$ cat src/rtl/sorted_sparse_row_store_assert.svh
// Assertion macros used by the sorted sparse row store datapath.
`ifndef SORTED_SPARSE_ROW_STORE_ASSERT_SVH
`define SORTED_SPARSE_ROW_STORE_ASSERT_SVH

// Invariant that must hold at every clock edge outside reset.
`define SSRS_ASSERT_ALWAYS(lbl, clk, rst_n, cond, msg) \
    lbl: assert property (@(posedge clk) disable iff (!rst_n) (cond)) else $error(msg);

// Same-cycle implication.
`define SSRS_ASSERT_IMPLY(lbl, clk, rst_n, ante, cons, msg) \
    lbl: assert property (@(posedge clk) disable iff (!rst_n) (ante) |-> (cons)) \
        else $error(msg);

// Next-cycle implication.
`define SSRS_ASSERT_NEXT(lbl, clk, rst_n, ante, cons, msg) \
    lbl: assert property (@(posedge clk) disable iff (!rst_n) (ante) |=> (cons)) \
        else $error(msg);

`endif

$ cat src/rtl/ssrs_pkg.sv
// Package: constants, codes and shared structs of the sorted sparse row store.
`timescale 1ns / 1ps
package ssrs_pkg;

    // Table geometry
    localparam int CAPACITY    = 1024;
    localparam int COLUMN_BITS = 24;
    localparam int ADDR_W      = $clog2(CAPACITY);
    localparam int CNT_W       = $clog2(CAPACITY + 1);

    // Field widths
    localparam int KEY_W     = 24;
    localparam int COEF_W    = 64;
    localparam int COL_OUT_W = 25;
    localparam int STATUS_W  = 3;

    // Stream widths
    localparam int S_TDATA_W = KEY_W + COEF_W;
    localparam int S_TUSER_W = 2;
    localparam int M_TDATA_W = ((COEF_W + COL_OUT_W + 7) / 8) * 8;
    localparam int M_TUSER_W = 1 + STATUS_W;

    typedef enum logic [1:0] {
        MODE_INSERT   = 2'd0,
        MODE_LOOKUP   = 2'd1,
        MODE_POSITION = 2'd2,
        MODE_EXISTS   = 2'd3
    } t_mode;

    typedef enum logic [STATUS_W-1:0] {
        ST_INSERTED  = 3'd0,
        ST_DUPLICATE = 3'd1,
        ST_ZERO      = 3'd2,
        ST_FULL      = 3'd3,
        ST_QUERY     = 3'd4
    } t_status;

    // Which result the datapath builds
    typedef enum logic [2:0] {
        RES_INSERTED,
        RES_DUPLICATE,
        RES_ZERO,
        RES_FULL,
        RES_LOOKUP,
        RES_EXISTS,
        RES_POSITION,
        RES_OUT_OF_RANGE
    } t_res_kind;

    // Controller to datapath
    typedef struct packed {
        logic      load;
        logic      search_init;
        logic      from_cursor;
        logic      search_step;
        logic      cursor_upd;
        logic      shift_init;
        logic      shift_step;
        logic      write_new;
        logic      rd_key;
        logic      set_res;
        t_res_kind res_kind;
    } t_ctrl_cmd;

    // Datapath to controller
    typedef struct packed {
        logic zero_coef;
        logic key_in_range;
        logic table_full;
        logic stop;
        logic eq;
        logic scan_end;
        logic shift_done;
    } t_dp_stat;

    typedef struct packed {
        logic [COEF_W-1:0]           value_out;
        logic signed [COL_OUT_W-1:0] column_out;
        logic                        found;
        t_status                     status;
    } t_result;

endpackage

$ cat src/rtl/ssrs_obuf.sv
// Output register: holds one result transaction for the master-side stream.
`timescale 1ns / 1ps
module ssrs_obuf (
    input  logic                            i_clk,
    input  logic                            i_rst_n,
    input  logic                            i_push,
    input  ssrs_pkg::t_result               i_result,
    input  logic                            i_m_tready,
    output logic                            o_ready,
    output logic                            o_m_tvalid,
    output logic [ssrs_pkg::M_TDATA_W-1:0]  o_m_tdata,
    output logic [ssrs_pkg::M_TUSER_W-1:0]  o_m_tuser
);
    import ssrs_pkg::*;

    logic    r_valid, n_valid;
    t_result r_result;

    // Free when empty or draining this cycle
    assign o_ready    = !r_valid || i_m_tready;
    assign o_m_tvalid = r_valid;
    assign o_m_tdata  = {{(M_TDATA_W-COEF_W-COL_OUT_W){1'b0}},
                         r_result.column_out, r_result.value_out};
    assign o_m_tuser  = {r_result.status, r_result.found};

    always_comb begin
        n_valid = r_valid;
        if (i_push) begin
            n_valid = 1'b1;
        end else if (i_m_tready) begin
            n_valid = 1'b0;
        end
    end

    always_ff @(posedge i_clk) begin
        if (!i_rst_n) begin
            r_valid <= 1'b0;
        end else begin
            r_valid <= n_valid;
        end
    end

    always_ff @(posedge i_clk) begin
        if (i_push) begin
            r_result <= i_result;
        end
    end

endmodule

$ cat config.mk
export PLATFORM = sky130hd
export DESIGN_NAME = ssrs_obuf
export DESIGN_NICKNAME = d
export VERILOG_FILES = /design/src/rtl/sorted_sparse_row_store_assert.svh /design/src/rtl/ssrs_pkg.sv /design/src/rtl/ssrs_obuf.sv
export SDC_FILE = /design/constraint.sdc
export NUM_CORES = 1
export LEC_CHECK = 0
export BUFFER_PORTS_ARGS = -buffer_cell sky130_fd_sc_hd__clkbuf_2
export CAP_MARGIN = 20
export CELL_PAD_IN_SITES_DETAIL_PLACEMENT = 0
export CELL_PAD_IN_SITES_GLOBAL_PLACEMENT = 1
export CORE_MARGIN = 5
export CORE_UTILIZATION = 32
export CTS_CLUSTER_SIZE = 28
export DETAILED_ROUTE_END_ITERATION = 10
export MAX_ROUTING_LAYER = met4
export PLACE_DENSITY = 0.8
export SYNTH_ARGS = -nofsm -noshare
export SYNTH_HDL_FRONTEND = slang
export SYNTH_SLANG_ARGS = --single-unit
export TNS_END_PERCENT = 30
$ cat constraint.sdc
create_clock -name i_clk -period 0.8 [get_ports i_clk]
set_input_delay 0.04 -clock i_clk [delete_from_list [all_inputs] [get_ports i_clk]]
set_output_delay 0.04 -clock i_clk [all_outputs]
set_load 0.02 [all_outputs]
[Word-level counts from Yosys, hierarchy flattened]
Cells that the tools add are included.
Word-level totals
  logic and storage cells: 10
  output and inout port bits: 102
  bits in writable memories: 0
  latch bits: 0
  input port bits: 97
  register bits after elaboration: 94
  memories kept: 0
  ROM bits: 0
Cells by class
  reductions and logical operators: 3
  muxes and demuxes: 2
  $mul: 0
  add/subtract/negate cells: 0
  bitwise logic cells: 0
  shift-type cells: 0
  order comparisons: 0
  equality and inequality tests: 0
  divide/modulo/power cells: 0
Operator list (count)
  $mux 1: 2
  $reduce_bool 2->1: 1
  $logic_not 1->1: 1
  $logic_or 1x1->1: 1

[Logic depth before layout (Yosys ltp)]
  depth after elaboration: 2
  mapped depth: 2
  gate-level depth less buffers: 2

[Worst setup path after synthesis]
OpenSTA, ideal clock, no wires.
  kind: reg2reg
  start point: register, netlist name o_m_tvalid
  end point: register r_valid (netlist: o_m_tvalid)
  arrival: 0.708 ns
  stages on the path, launching flop included: 3
  setup time: 0.066 ns
  clock period less this slack: 0.774 ns
  slack: 0.026 ns
  cell sequence: dfxtp_1 -> nand2b_4 -> a21boi_2
RTL lines
  end signal, assigned: RTL line ssrs_obuf.sv:39  | r_valid <= n_valid;
  end, declared: RTL line ssrs_obuf.sv:16  | logic r_valid, n_valid;

[Worst setup path after layout]
  start point: register r_valid (netlist: o_m_tvalid)
  end point: output o_ready
On the way
  cells in the longest elaborated chain, start to end: 2
Ends and longest elaborated chain
  $logic_not 1->1: RTL line ssrs_obuf.sv:20  | assign o_ready = !r_valid || i_m_tready;
  $logic_or 1x1->1: RTL line ssrs_obuf.sv:20
  end, declared: RTL line ssrs_obuf.sv:9  | output logic o_ready,
No other way between the ends.

==> results.md <==
- Crit path DAT: 910 ps
- Post-CTS Hold Fix Bufs: 94
- Family with the most delay on the worst path: flip-flops
- Routed wire length: 8410 µm
- Core area: 0.00876 mm²
- Max Fclk: 1050 MHz
- Yosys top cell area share: 96.4%
- Max-slew violation count: 0
- Critical path peak fanout: 2
- Final setup viols: 95
- Crit path largest cell delay: 370 ps
- Fillers: 669
- Total Power: 10.9 mW
- Synthesized flop and latch total: 94
- Htree depth: 3
- Post-route minimum period: 954 ps
- HP Class: in2reg
- Synth Cell Area: 0.00290 mm²
- Avg Cell Area, Syn: 27.6 µm²
- Portion of netlist area occupied by mux cells: 0%
- Post-route setup slack: -154 ps
- Vias in the first global route: 2,405
- Setup Fix Bufs, Post-CTS: 0
- Synth Area in Adders: 0%
- Status: finished, violations left
- Final #Nets: 501
- Post-DR wirelength/cell: 16.2 µm
- Failing checks: hold timing, setup timing
- Main combinational cell family by area after synthesis: buffers and inverters
- Die X: 105 µm
- Critical Path End Type: output pin
- Hold path start: i_m_tready
- Clock Skew: 0 ps
- Critical-path top delay cell: dfxtp_2
- Crit path cell chain: nand2b_4 -> buf_6
- Sequential share of the synthesized area: 97.1%
- Pin count of the biggest net entering global routing: 43
- PortBufs: 191
- Crit. Startpoint: o_m_tvalid
- WS Path Type: reg2out
- Initial detailed-routing violation count: 92
- Non-filler instance count after layout: 520
- Hold Vio Cnt, Final: 1
- Clock Latency Late Sink: 350 ps
- Antenna viol nets, final: 0
- Chip height: 105 µm
- CP Buf/Inv Count: 1
- Worst-case vdd ir drop: 1050 µV
- Compound-Gate Fraction of Synth Area: 0.389%
- Initial core utilization: 33.1%
- Residual DRC: 0
- Clock sink count: 94
- Startpoint types: register
- Root Driver: clkbuf_8
- Pre-CTS setup slack: 41.4 ps
- Overflow after GRT: 0
- Die area: 0.0111 mm²
- Via/cell ratio: 4.04
- CTS Buf Count: 9
- Critical path required time: 760 ps
- DR vias: 2,102
- Placed insts: 407
- Worst-path clk slew: 90 ps
- Syn Inst Count: 105
- Top cells by area, synth: edfxtp_1 96%, buf_4 1.8%, dfxtp_1 0.69%
- Leakage: 2.31 nW
- CTS tree: done
- Yosys warning count: 0
- Share of layout cells above drive strength 1: 52.3%
- Site Rows: 34
- Routability cong.: 0.716
- Synth cell types: 7
- Area grow syn2layout: 83.8%
- Largest area contributor in the netlist: edfxtp_1
- CTS Buffer Depth: 2
- Reg2Reg Launch Point: o_m_tvalid
- XOR/XNOR Fraction of Synth Area: 0%
- Max-cap violations: 0
- Detailed Routing Iterations Pass 1: 4
- First-pass GRT wire length: 12,800 µm
- Hold Worst Slack: -30.8 ps
- Crit share post-route: 119%
- IO Count: 199
- RSZ-0062 raised after global routing: yes
- Pwr dens: 2040 mW/mm²
- Initial antenna violation count: 3
- Simple-gate share of the synthesized area: 0.475%
- GRT Total Usage: 15.6%
-- synthesized netlist by cell type, drive strengths merged --
master and instances:
edfxtp 93, buf 7, a21boi 1, conb 1, dfxtp 1, inv 1, nand2b 1
-- worst paths after layout --
check | slack [ps] | end | cells after the start
worst max register to register | 190 | o_m_tvalid | 2
worst min register to register | 500 | o_m_tvalid | 2
worst min-delay path | -30 | o_m_tvalid | 3
worst max-delay path | -150 | o_ready | 2
-- stage by stage --
stage	TNS, ps	cell area [µm²]	utilization, %
2_1_floorplan	0	2920	-
3_3_place_gp	0	4020	45.8
3_5_place_dp	0	4020	45.8
4_1_cts	-15220	5160	58.9
5_1_grt	-16990	5330	60.8
6_report	-11720	5330	60.8
-- logic make-up (layout without fill, tap and decap cells) --
kind of cell | after synthesis | count (layout)
other | 1 | 10
DFF | 94 | 94
buffers and inverters | 8 | 306
and+or+nand+nor | 1 | 1
AOI/OAI and AO/OA | 1 | 1
-- sequential cells by signal, indices dropped and copies added, names as in the netlist --
signal and flops:
o_m_tdata 89, o_m_tuser 4, o_m_tvalid 1
-- timing repair --
item / 4_1_cts / 5_1_grt
cloned: 0 / 0
resized for setup: 4 / 140
endpoints found under the setup margin: 95 / 95
pin swaps: 0 / 0
hold endpoints to repair: 94 / 1
-- final cells by class --
type                       count  area [µm²]  area share (%)
antenna                        3        7.51           0.141
clock inverter                 7        71.3            1.34
inverter                       1        3.75          0.0705
tap                          108         135            2.54
sequential                    94        2810            52.8
multi-input combinational      9        51.3           0.963
clock buffer                   9         124            2.33
timing repair buffer         289        2120            39.8
-- worst reg2reg max path: cells and delay by family (launching register included) --
| kind | cells | cell delay [ps] |
|---|---|---|
| flops | 1 | 370 |
| compound gates | 1 | 120 |
| simple gates | 1 | 70 |
-- cell usage in the layout (no fill, tap or decap), types with 2 or more instances in the layout --
master,netlist,final
inv_6,0,3
clkbuf_8,0,10
buf_4,7,3
edfxtp_1,93,93
dlygate4sd3_1,0,94
buf_6,0,25
buf_2,0,66
conb_1,1,7
diode_2,0,3
buf_12,0,2
clkbuf_2,0,98
clkinv_2,0,3
-- where the power goes --
group          internal [mW]  switching (mW)  total (mW)
clock network           1.46            1.65        3.12
registers               5.84           0.118        5.96
logic                  0.858           0.924        1.78
total                   8.16            2.69        10.9
-- metal layers --
metal	up-vias	GRT usage [%]	part of all wire [%]
li1	1001	-	-
met1	978	15.9	35
met2	117	27.7	56
met3	6	6.29	8.9
met4	0	4.47	0.92
met5	-	-	0
No activity file was read; power rests on OpenSTA's default activity.
