**src/rtl/sorted_sparse_row_store_assert.svh**
```systemverilog
// Assertion macros used by the sorted sparse row store datapath.
`ifndef SORTED_SPARSE_ROW_STORE_ASSERT_SVH
`define SORTED_SPARSE_ROW_STORE_ASSERT_SVH

// Invariant that must hold at every clock edge outside reset.
`define SSRS_ASSERT_ALWAYS(lbl, clk, rst_n, cond, msg) \
    lbl: assert property (@(posedge clk) disable iff (!rst_n) (cond)) else $error(msg);

// Same-cycle implication.
`define SSRS_ASSERT_IMPLY(lbl, clk, rst_n, ante, cons, msg) \
    lbl: assert property (@(posedge clk) disable iff (!rst_n) (ante) |-> (cons)) \
        else $error(msg);

// Next-cycle implication.
`define SSRS_ASSERT_NEXT(lbl, clk, rst_n, ante, cons, msg) \
    lbl: assert property (@(posedge clk) disable iff (!rst_n) (ante) |=> (cons)) \
        else $error(msg);

`endif

```
**src/rtl/ssrs_pkg.sv**
```systemverilog
// Package: constants, codes and shared structs of the sorted sparse row store.
`timescale 1ns / 1ps
package ssrs_pkg;

    // Table geometry
    localparam int CAPACITY    = 1024;
    localparam int COLUMN_BITS = 24;
    localparam int ADDR_W      = $clog2(CAPACITY);
    localparam int CNT_W       = $clog2(CAPACITY + 1);

    // Field widths
    localparam int KEY_W     = 24;
    localparam int COEF_W    = 64;
    localparam int COL_OUT_W = 25;
    localparam int STATUS_W  = 3;

    // Stream widths
    localparam int S_TDATA_W = KEY_W + COEF_W;
    localparam int S_TUSER_W = 2;
    localparam int M_TDATA_W = ((COEF_W + COL_OUT_W + 7) / 8) * 8;
    localparam int M_TUSER_W = 1 + STATUS_W;

    typedef enum logic [1:0] {
        MODE_INSERT   = 2'd0,
        MODE_LOOKUP   = 2'd1,
        MODE_POSITION = 2'd2,
        MODE_EXISTS   = 2'd3
    } t_mode;

    typedef enum logic [STATUS_W-1:0] {
        ST_INSERTED  = 3'd0,
        ST_DUPLICATE = 3'd1,
        ST_ZERO      = 3'd2,
        ST_FULL      = 3'd3,
        ST_QUERY     = 3'd4
    } t_status;

    // Which result the datapath builds
    typedef enum logic [2:0] {
        RES_INSERTED,
        RES_DUPLICATE,
        RES_ZERO,
        RES_FULL,
        RES_LOOKUP,
        RES_EXISTS,
        RES_POSITION,
        RES_OUT_OF_RANGE
    } t_res_kind;

    // Controller to datapath
    typedef struct packed {
        logic      load;
        logic      search_init;
        logic      from_cursor;
        logic      search_step;
        logic      cursor_upd;
        logic      shift_init;
        logic      shift_step;
        logic      write_new;
        logic      rd_key;
        logic      set_res;
        t_res_kind res_kind;
    } t_ctrl_cmd;

    // Datapath to controller
    typedef struct packed {
        logic zero_coef;
        logic key_in_range;
        logic table_full;
        logic stop;
        logic eq;
        logic scan_end;
        logic shift_done;
    } t_dp_stat;

    typedef struct packed {
        logic [COEF_W-1:0]           value_out;
        logic signed [COL_OUT_W-1:0] column_out;
        logic                        found;
        t_status                     status;
    } t_result;

endpackage

```
**src/rtl/ssrs_ctrl.sv**
```systemverilog
// Controller: state machine that sequences each operation through the datapath.
`timescale 1ns / 1ps
module ssrs_ctrl (
    input  logic                i_clk,
    input  logic                i_rst_n,
    input  logic                i_s_tvalid,
    input  ssrs_pkg::t_mode     i_mode,
    input  ssrs_pkg::t_dp_stat  i_stat,
    input  logic                i_obuf_ready,
    output logic                o_s_tready,
    output ssrs_pkg::t_ctrl_cmd o_cmd,
    output logic                o_push
);
    import ssrs_pkg::*;

    typedef enum logic [2:0] {
        S_IDLE,
        S_START,
        S_SEARCH,
        S_SHIFT,
        S_POS,
        S_DONE
    } t_state;

    t_state r_state, n_state;
    t_mode  r_mode, n_mode;
    logic   r_s_tready, n_s_tready;
    logic   w_accept;

    assign w_accept   = i_s_tvalid && r_s_tready;
    assign o_s_tready = r_s_tready;

    // Next state and commands
    always_comb begin
        n_state = r_state;
        n_mode  = r_mode;
        o_cmd   = '0;
        o_push  = 1'b0;
        unique case (r_state)
            S_IDLE: begin
                if (w_accept) begin
                    o_cmd.load = 1'b1;
                    n_mode     = i_mode;
                    n_state    = S_START;
                end
            end
            S_START: begin
                unique case (r_mode)
                    MODE_INSERT: begin
                        if (i_stat.zero_coef) begin
                            o_cmd.set_res  = 1'b1;
                            o_cmd.res_kind = RES_ZERO;
                            n_state        = S_DONE;
                        end else begin
                            o_cmd.search_init = 1'b1;
                            n_state           = S_SEARCH;
                        end
                    end
                    MODE_LOOKUP: begin
                        o_cmd.search_init = 1'b1;
                        o_cmd.from_cursor = 1'b1;
                        n_state           = S_SEARCH;
                    end
                    MODE_POSITION: begin
                        if (i_stat.key_in_range) begin
                            o_cmd.rd_key = 1'b1;
                            n_state      = S_POS;
                        end else begin
                            o_cmd.set_res  = 1'b1;
                            o_cmd.res_kind = RES_OUT_OF_RANGE;
                            n_state        = S_DONE;
                        end
                    end
                    MODE_EXISTS: begin
                        o_cmd.search_init = 1'b1;
                        n_state           = S_SEARCH;
                    end
                endcase
            end
            S_SEARCH: begin
                if (i_stat.stop || i_stat.scan_end) begin
                    unique case (r_mode)
                        MODE_INSERT: begin
                            if (i_stat.eq) begin
                                o_cmd.set_res  = 1'b1;
                                o_cmd.res_kind = RES_DUPLICATE;
                                n_state        = S_DONE;
                            end else if (i_stat.table_full) begin
                                o_cmd.set_res  = 1'b1;
                                o_cmd.res_kind = RES_FULL;
                                n_state        = S_DONE;
                            end else begin
                                o_cmd.shift_init = 1'b1;
                                n_state          = S_SHIFT;
                            end
                        end
                        MODE_LOOKUP: begin
                            o_cmd.cursor_upd = 1'b1;
                            o_cmd.set_res    = 1'b1;
                            o_cmd.res_kind   = RES_LOOKUP;
                            n_state          = S_DONE;
                        end
                        MODE_EXISTS: begin
                            o_cmd.set_res  = 1'b1;
                            o_cmd.res_kind = RES_EXISTS;
                            n_state        = S_DONE;
                        end
                        MODE_POSITION: n_state = S_DONE;
                    endcase
                end else begin
                    o_cmd.search_step = 1'b1;
                end
            end
            S_SHIFT: begin
                if (i_stat.shift_done) begin
                    o_cmd.write_new = 1'b1;
                    o_cmd.set_res   = 1'b1;
                    o_cmd.res_kind  = RES_INSERTED;
                    n_state         = S_DONE;
                end else begin
                    o_cmd.shift_step = 1'b1;
                end
            end
            S_POS: begin
                o_cmd.set_res  = 1'b1;
                o_cmd.res_kind = RES_POSITION;
                n_state        = S_DONE;
            end
            S_DONE: begin
                if (i_obuf_ready) begin
                    o_push  = 1'b1;
                    n_state = S_IDLE;
                end
            end
            default: n_state = S_IDLE;
        endcase
        n_s_tready = (n_state == S_IDLE);
    end

    // State and registered ready
    always_ff @(posedge i_clk) begin
        if (!i_rst_n) begin
            r_state    <= S_IDLE;
            r_mode     <= MODE_INSERT;
            r_s_tready <= 1'b0;
        end else begin
            r_state    <= n_state;
            r_mode     <= n_mode;
            r_s_tready <= n_s_tready;
        end
    end

endmodule

```
**config.mk**
```make
export PLATFORM = sky130hd
export DESIGN_NAME = ssrs_ctrl
export DESIGN_NICKNAME = d
export VERILOG_FILES = /design/src/rtl/sorted_sparse_row_store_assert.svh /design/src/rtl/ssrs_pkg.sv /design/src/rtl/ssrs_ctrl.sv
export SDC_FILE = /design/constraint.sdc
export NUM_CORES = 1
export LEC_CHECK = 0
export ABC_AREA = 1
export BUFFER_PORTS_ARGS = -buffer_cell sky130_fd_sc_hd__buf_2
export CAP_MARGIN = 25
export CORE_AREA = 2 2 39 41
export DETAILED_ROUTE_END_ITERATION = 10
export DIE_AREA = 0 0 41 43
export PLACE_DENSITY_LB_ADDON = 0.05
export SLEW_MARGIN = 10
export SYNTH_ARGS = -nofsm -noshare
export SYNTH_HDL_FRONTEND = slang
export SYNTH_SLANG_ARGS = --single-unit
```
**constraint.sdc**
```tcl
create_clock -name i_clk -period 1.77 [get_ports i_clk]
set_clock_uncertainty 0.15 [all_clocks]
set_input_delay 0.354 -clock i_clk [delete_from_list [all_inputs] [get_ports i_clk]]
set_output_delay 0.354 -clock i_clk [all_outputs]
set_load 0.005 [all_outputs]
```
# Yosys cells after proc, flatten, opt, wreduce, memory -nomap -nowiden
# Cells that the tools add are included.
# totals
ff_bits,6
inputBits,13
output_inout_bits,15
elab_cells,59
# op_classes
eq_ne,8
mux,40
reduce_logical,8
# ops
operator,count
$mux 3,8
$mux 4,6
$pmux 3 s6,1
$mux 1,16
$pmux 4 s4,1
$pmux 4 s3,1
$pmux 3 s3,1
$pmux 4 s2,1
$eq 3x2->1 const B,2
$eq 3x3->1 const B,2
$logic_not 3->1,2
$mux 2,3
$pmux 3 s2,1
$eq 2x2->1 const B,2
$eq 3x1->1 const B,1
$reduce_or 3->1,1
$eq 2x1->1 const B,1
$logic_not 2->1,1
$pmux 1 s2,1
$reduce_and 2->1,1
$reduce_or 2->1,1
$logic_and 1x1->1,1
$logic_or 1x1->1,1

# Depth between registers and ports, before layout
# Gate-level depths: netlist (run 1).
# depth
word_depth,6
depth_mapped,8
mapped_depth_nobuf,8

# Worst setup path after synthesis (run 1)
# Ideal clock, no wire load.
# synth_path
path_kind,reg-to-output
from,reg r_state[1]
to,out o_cmd[3] in the netlist's numbering
arrival_time_ps,930
required_ps,1266
slack_ps,336
stages_incl_launch_ff,6
path_buffers,0
cell_sequence,dfxtp_1 inv_2 nand3_2 nor2_1 a21oi_1 nand4_1
# synth_rtl
element,line_no,text
start: declaration,ssrs_ctrl.sv:25,"t_state r_state, n_state;"
start signal: assignment,ssrs_ctrl.sv:147,r_state <= n_state;
end: declaration,ssrs_ctrl.sv:11,"output ssrs_pkg::t_ctrl_cmd o_cmd,"

==> results.json, run 1 <==
{
  "antenna_found_initial": 0,
  "internal_power_mw": 0.496,
  "cts_buffer_depth": 2,
  "reg2reg_slack_ps": 460,
  "synth_nets": 99,
  "die_x_microns": 41,
  "worst_slew_pin_slew_ps": 225,
  "yosysTopAreaCellShare_pct": 23.6,
  "clock_latency_ps": 240,
  "grt_overflow_total": 0,
  "synth.area.top_cells": "dfxtp_1 24%, nand2_1 13%, inv_1 12%",
  "p_comb_share_pct": 55.8,
  "power_density_nw_per_um2": 1200,
  "critical_path_required_ps": 1270,
  "run_status": "finished, final reports clean",
  "diodes": 0,
  "reg2reg_from": "r_state[2]",
  "tns_ps": 0,
  "drv_slew": 0,
  "avgRoutedWirePerCell_microns": 10.5,
  "vias_per_cell": 4.77,
  "area_delta_synth_final_pct": 46.3,
  "rsz0062_at_grt": "yes",
  "rows": 14,
  "finalSetupViolCount": 0,
  "drive_gt1_share_pct": 49.6,
  "net-switching-power_mw": 0.398,
  "hold_class": "in2reg",
  "max_slew_margin_pct": 85.0,
  "synth_area_per_cell_sq_um": 5.91,
  "dieHeight_microns": 43,
  "grt_pass1_wl_mm": 2.26,
  "ant_nets": 0,
  "grt_pass1_vias": 570,
  "syn_inst": 86,
  "dpl.cell_count": 131,
  "synth_top_family_by_area": "simple AND/OR/NAND/NOR gates",
  "layout.nets": 134,
  "cp.arrival_ps": 1230,
  "place.gp.congestion": 0.698,
  "route.detailed.drc": 0,
  "clock_sinks": 6,
  "synthMuxAreaShare_pct": 0,
  "p_seq_share_pct": 30.5,
  "clkPwrFrac_pct": 13.7,
  "first_pass_iters": 4,
  "clock.fmax_ghz": 0.576,
  "worst_r2r_endpoint": "o_s_tready",
  "maxCapViolations": 0,
  "cts_max_level": 1,
  "r2r_cells": 9,
  "path_class": "reg2out",
  "num_vias": 644,
  "hold_path_depth": 3,
  "detailed_place_hpwl_mm": 1.10,
  "synth_cell_type_count": 18,
  "totalWireLength_mm": 1.41,
  "period_needed_ps": 1740,
  "worst_setup_path_end_kind": "output pin",
  "hp-start": "i_rst_n",
  "synth-compound-area-share_pct": 9.85,
  "top_level_ports": 28,
  "synthAdderAreaFrac_pct": 0,
  "postCtsHoldBufs": 0,
  "synth-simple-area-share_pct": 53.2,
  "die_area_sq_um": 1760,
  "synthXorXnorAreaFrac_pct": 0,
  "root_buffer": "clkbuf_4",
  "hold_viol": 0,
  "cp_max_fo": 7,
  "leakage_nw": 0.460,
  "synth_seq_cells": 6,
  "ys_warn_count": 0,
  "cts_tree": "yes",
  "yosysSeqAreaShare_pct": 23.6,
  "io_buffers": 27,
  "initial_core_util_pct": 36.7,
  "synthesis.area_sq_um": 508,
  "max-vdd-ir-drop_mv": 0.600,
  "grt.total_usage_pct": 18.6,
  "core_region_area_sq_um": 1380,
  "grt_max_degree": 8,
  "drt_iter0_markers": 12,
  "stdcell_count": 135,
  "nFillCells": 150,
  "min_to": "r_mode[1]",
  "fin_crit_sh_pct": 98.1,
  "clk_pin_slew_ps": 40,
  "switching_share_pct": 44.5,
  "yosys.area.top_type": "dfxtp_1",
  "numCtsBuffers": 3,
  "startpoint_type": "flop"
}
==> area by class of cell <==
cell class | count | area [sq um] | area share [%]
multi-input combinational | 62 | 339 | 45.6
timing repair buffer | 30 | 158 | 21.2
sequential | 6 | 136 | 18.4
inverter | 18 | 67.6 | 9.09
clock buffer | 3 | 22.5 | 3.03
tap | 16 | 20.0 | 2.69
==> flip-flops by register name (all words and copies together) (netlist names) <==
name	flops
o_s_tready	1
r_state	3
r_mode	2
==> how the worst max path moves through the flow <==
| stage | from | endpoint | slack (ps) | depth (start not counted) |
|---|---|---|---|---|
| 2_1_floorplan | r_state[1] | o_cmd[3] | 340 | 5 |
| 3_3_place_gp | r_mode[0] | o_cmd[3] | 50 | 6 |
| 3_5_place_dp | r_mode[0] | o_cmd[3] | 70 | 6 |
| 4_1_cts | r_mode[0] | o_cmd[3] | 10 | 6 |
| 5_1_grt | r_state[1] | o_cmd[4] | -50 | 5 |
| 6_report | r_state[1] | o_cmd[4] | 30 | 5 |
==> logic make-up after synthesis <==
kind of cell | Yosys count
buffers and inverters | 18
and+or+nand+nor | 53
DFF | 6
AOI/OAI and AO/OA | 9
==> placed cells by master, fill, tap and decap left out <==
cell / Yosys / layout
a21oi_1: 4 / 3
nand4_2: 1 / 1
dfxtp_4: 0 / 4
dfxtp_1: 6 / 1
inv_2: 2 / 5
buf_2: 0 / 27
a21oi_2: 0 / 1
nand2_2: 1 / 1
nand3b_1: 1 / 1
o22ai_1: 1 / 1
nand3_1: 5 / 5
buf_4: 0 / 3
inv_1: 16 / 13
o21ai_0: 3 / 3
nand3_4: 0 / 1
dfxtp_2: 0 / 1
nand4_1: 2 / 2
nand3_2: 3 / 2
nor4_1: 2 / 2
nand2_1: 17 / 17
nor2_2: 8 / 8
nor2_1: 12 / 11
nor2_4: 0 / 1
o21ai_2: 1 / 1
nor3_1: 1 / 1
clkbuf_4: 0 / 3
==> metrics by stage <==
step	instance area [sq um]	total power, mW	setup WS [ps]	utilization [%]	hold WS (ps)
2_1_floorplan	508	0.531	336	-	342
3_3_place_gp	678	0.694	45.3	49.0	425
3_5_place_dp	678	0.694	68.1	49.0	435
4_1_cts	717	0.859	14.1	51.8	219
5_1_grt	743	0.981	-46.0	53.7	250
6_report	743	0.894	34.1	53.7	224
==> synth_stat cells <==
| master | instances |
|---|---|
| nand4_2 | 1 |
| nand3_1 | 5 |
| nand2_1 | 17 |
| inv_1 | 16 |
| nor2_1 | 12 |
| o22ai_1 | 1 |
| nor4_1 | 2 |
| a21oi_1 | 4 |
| nor3_1 | 1 |
| dfxtp_1 | 6 |
| inv_2 | 2 |
| o21ai_2 | 1 |
| nand3b_1 | 1 |
| nand4_1 | 2 |
| nand3_2 | 3 |
| o21ai_0 | 3 |
| nand2_2 | 1 |
| nor2_2 | 8 |
==> worst max-delay path, cell delays in order, from the launching register on <==
cell and delay [ps]:
dfxtp_4 360, inv_2 70, nand3_2 90, buf_4 160
nor4_1 150, buf_2 150
==> repair_timing <==
action	4_1_cts	5_1_grt
buffers inserted	1	0
setup endpoints to repair	7	8
pin swaps	1	1
gates resized for setup	7	9
==> layer usage <==
| metal | share of wire [%] | GRT usage (%) |
|---|---|---|
| met3 | 5.7 | 1.57 |
| met4 | 0.78 | 10.0 |
| met5 | 0 | 0 |
| met2 | 49 | 29.7 |
| met1 | 44 | 23.2 |
==> power by group through the flow <==
stage	logic [mW]	clock network [mW]	registers [mW]
floorplan	0.296	0	0.235
global placement	0.451	0	0.243
detailed placement	0.449	0	0.245
CTS	0.480	0.128	0.250
global route	0.570	0.132	0.279
finish	0.499	0.122	0.273
(Power assumes the default switching activity.)
==> inputs of run 2 (changes only) <==
- CELL_PAD_IN_SITES_DETAIL_PLACEMENT: not set -> 2
- CELL_PAD_IN_SITES_GLOBAL_PLACEMENT: not set -> 2
- CORE_AREA: 2 2 39 41 -> not set
- CORE_MARGIN: not set -> 2
- CORE_UTILIZATION: not set -> 19
- DIE_AREA: 0 0 41 43 -> not set
==> run 2 against run 1 <==
Core utilization decreased by 21 points. Setup slack improved by 1.2 ps. Total power increased by 9.9%. Die area increased by 76%. Critical path depth unchanged. Wire length increased by 34%. Critical endpoint is now o_cmd[0].
==> results.json, run 2 (synthesis gave the netlist of run 1 again) <==
{
  "run_status": "finished, final reports clean",
  "drv_slew": 0,
  "totalWireLength_mm": 1.90,
  "cts_max_level": 1,
  "layout_common_cells": "27 x buf_2, 15 x nand2_1, 12 x inv_1",
  "top_level_ports": 28,
  "regMostFlops": "r_state",
  "finalSetupViolCount": 0,
  "drt_iter0_markers": 4,
  "cts_buffer_depth": 2,
  "avgRoutedWirePerCell_microns": 12.5,
  "detailed_place_hpwl_mm": 1.54,
  "max-vdd-ir-drop_mv": 0.450,
  "ant_nets": 0,
  "dpl_cell_area_sq_um": 703,
  "vias_per_cell": 4.54,
  "grt_pass1_wl_mm": 3.09,
  "clk_pin_slew_ps": 50,
  "area_delta_synth_final_pct": 61.8,
  "grt_max_degree": 8,
  "worst_slew_pin_slew_ps": 225,
  "cp.arrival_ps": 1230,
  "worst_r2r_endpoint": "o_s_tready",
  "dieHeight_microns": 55.7,
  "diodes": 0,
  "antenna_found_initial": 0,
  "cts_tree": "yes",
  "path_class": "reg2out",
  "cp_max_fo": 4,
  "crit_family": "buffers and inverters",
  "grt_overflow_total": 0,
  "tns_ps": 0,
  "clock_sinks": 6,
  "hp-start": "i_rst_n",
  "die_area_sq_um": 3100,
  "reg2reg_from": "r_state[2]",
  "final_common_cell": "buf_2",
  "rows": 18,
  "root_buffer": "clkbuf_4",
  "hold_path_depth": 3,
  "core_region_area_sq_um": 2500,
  "max_slew_margin_pct": 85.0,
  "slowest_stage": "dfxtp_4",
  "r2r_cells": 9,
  "reg2reg_slack_ps": 480,
  "fin_crit_sh_pct": 98.0,
  "io_buffers": 27,
  "route.detailed.drc": 0,
  "largest_reg_flops": 3,
  "period_needed_ps": 1730,
  "holdWs_ps": 232,
  "drive_gt1_share_pct": 54.5,
  "clock_latency_ps": 240,
  "critical_path.max_stage_delay_ps": 360,
  "die_x_microns": 55.7,
  "path_buf_inv": 3,
  "grt.total_usage_pct": 12.4,
  "power_density_nw_per_um2": 1190,
  "finalPower_mw": 0.982,
  "critical_path_required_ps": 1270,
  "min_to": "r_mode[1]",
  "numCtsBuffers": 3,
  "hold_class": "in2reg",
  "hold_viol": 0,
  "num_vias": 685,
  "rsz0062_at_grt": "yes",
  "initial_core_util_pct": 20.3,
  "place.gp.congestion": 0.741,
  "crit_path_cell_trace": "inv_4 > nand3_2 > buf_4 > o22ai_2 > buf_2",
  "clock.fmax_ghz": 0.576,
  "first_pass_iters": 4,
  "grt_pass1_vias": 680,
  "layout.nets": 136,
  "startpoint_type": "flop",
  "maxCapViolations": 0,
  "worst_setup_path_end_kind": "output pin",
  "leakage_nw": 0.480,
  "fin_area_sq_um": 822,
  "postCtsHoldBufs": 0
}
run 2: cell types whose count changed in the layout (fill, tap and decap cells not counted), sizes merged:
cell and change:
buf +2
run 2: layer usage:
layer / routed length (microns) / track usage, % / vias up
met3: 95 / 2.09 / 2
met4: 9 / 4.18 / 0
met2: 957 / 19.9 / 16
li1: - / - / 346
met1: 832 / 16.9 / 321
met5: 0 / 0 / -
run 2: repair_timing:
action / in CTS / in global routing
buffers inserted: 0 / 2
setup endpoints to repair: 10 / 10
pin swaps: 1 / 7
hold endpoints to repair: 0 / 0
resized for setup: 10 / 18
run 2: worst max path at each step:
stage | cells past startpoint | endpoint | from | slack [ps]
after CTS | 6 | o_cmd[0] | r_state[0] | -0.7
after global placement | 6 | o_cmd[3] | r_mode[0] | 20
final | 5 | o_cmd[0] | r_state[2] | 40
after floorplan | 5 | o_cmd[3] | r_state[1] | 340
after detailed placement | 6 | o_cmd[3] | r_mode[0] | 60
after global routing | 6 | o_cmd[7] | r_mode[1] | -70
run 2: through the flow:
stage,worst slack (ps),instances,util [%]
final,35.3,151,32.9
after global routing,-70.7,151,32.9
after CTS,-0.683,149,29.6
after detailed placement,60.1,146,28.1
after global placement,15.5,146,28.1
after floorplan,336,86,-
run 2: cell type report:
cell class                      count  area [sq um]
Fill cell                         319          1680
Tap cell                           30          37.5
Sequential cell                     6           139
Clock buffer                        3          22.5
Multi-Input combinational cell     62           375
Inverter                           18          75.1
Timing Repair Buffer               32           173
run 2: power by group:
group	switching (mW)	internal, mW
sequential	0.0850	0.199
clock	0.0462	0.0765
combinational	0.324	0.250
total	0.456	0.526
run 2: tightest hold or removal path, cell delays in order:
cell     delay [ps]
buf_2           120
o21ai_0          70
a21oi_1          40
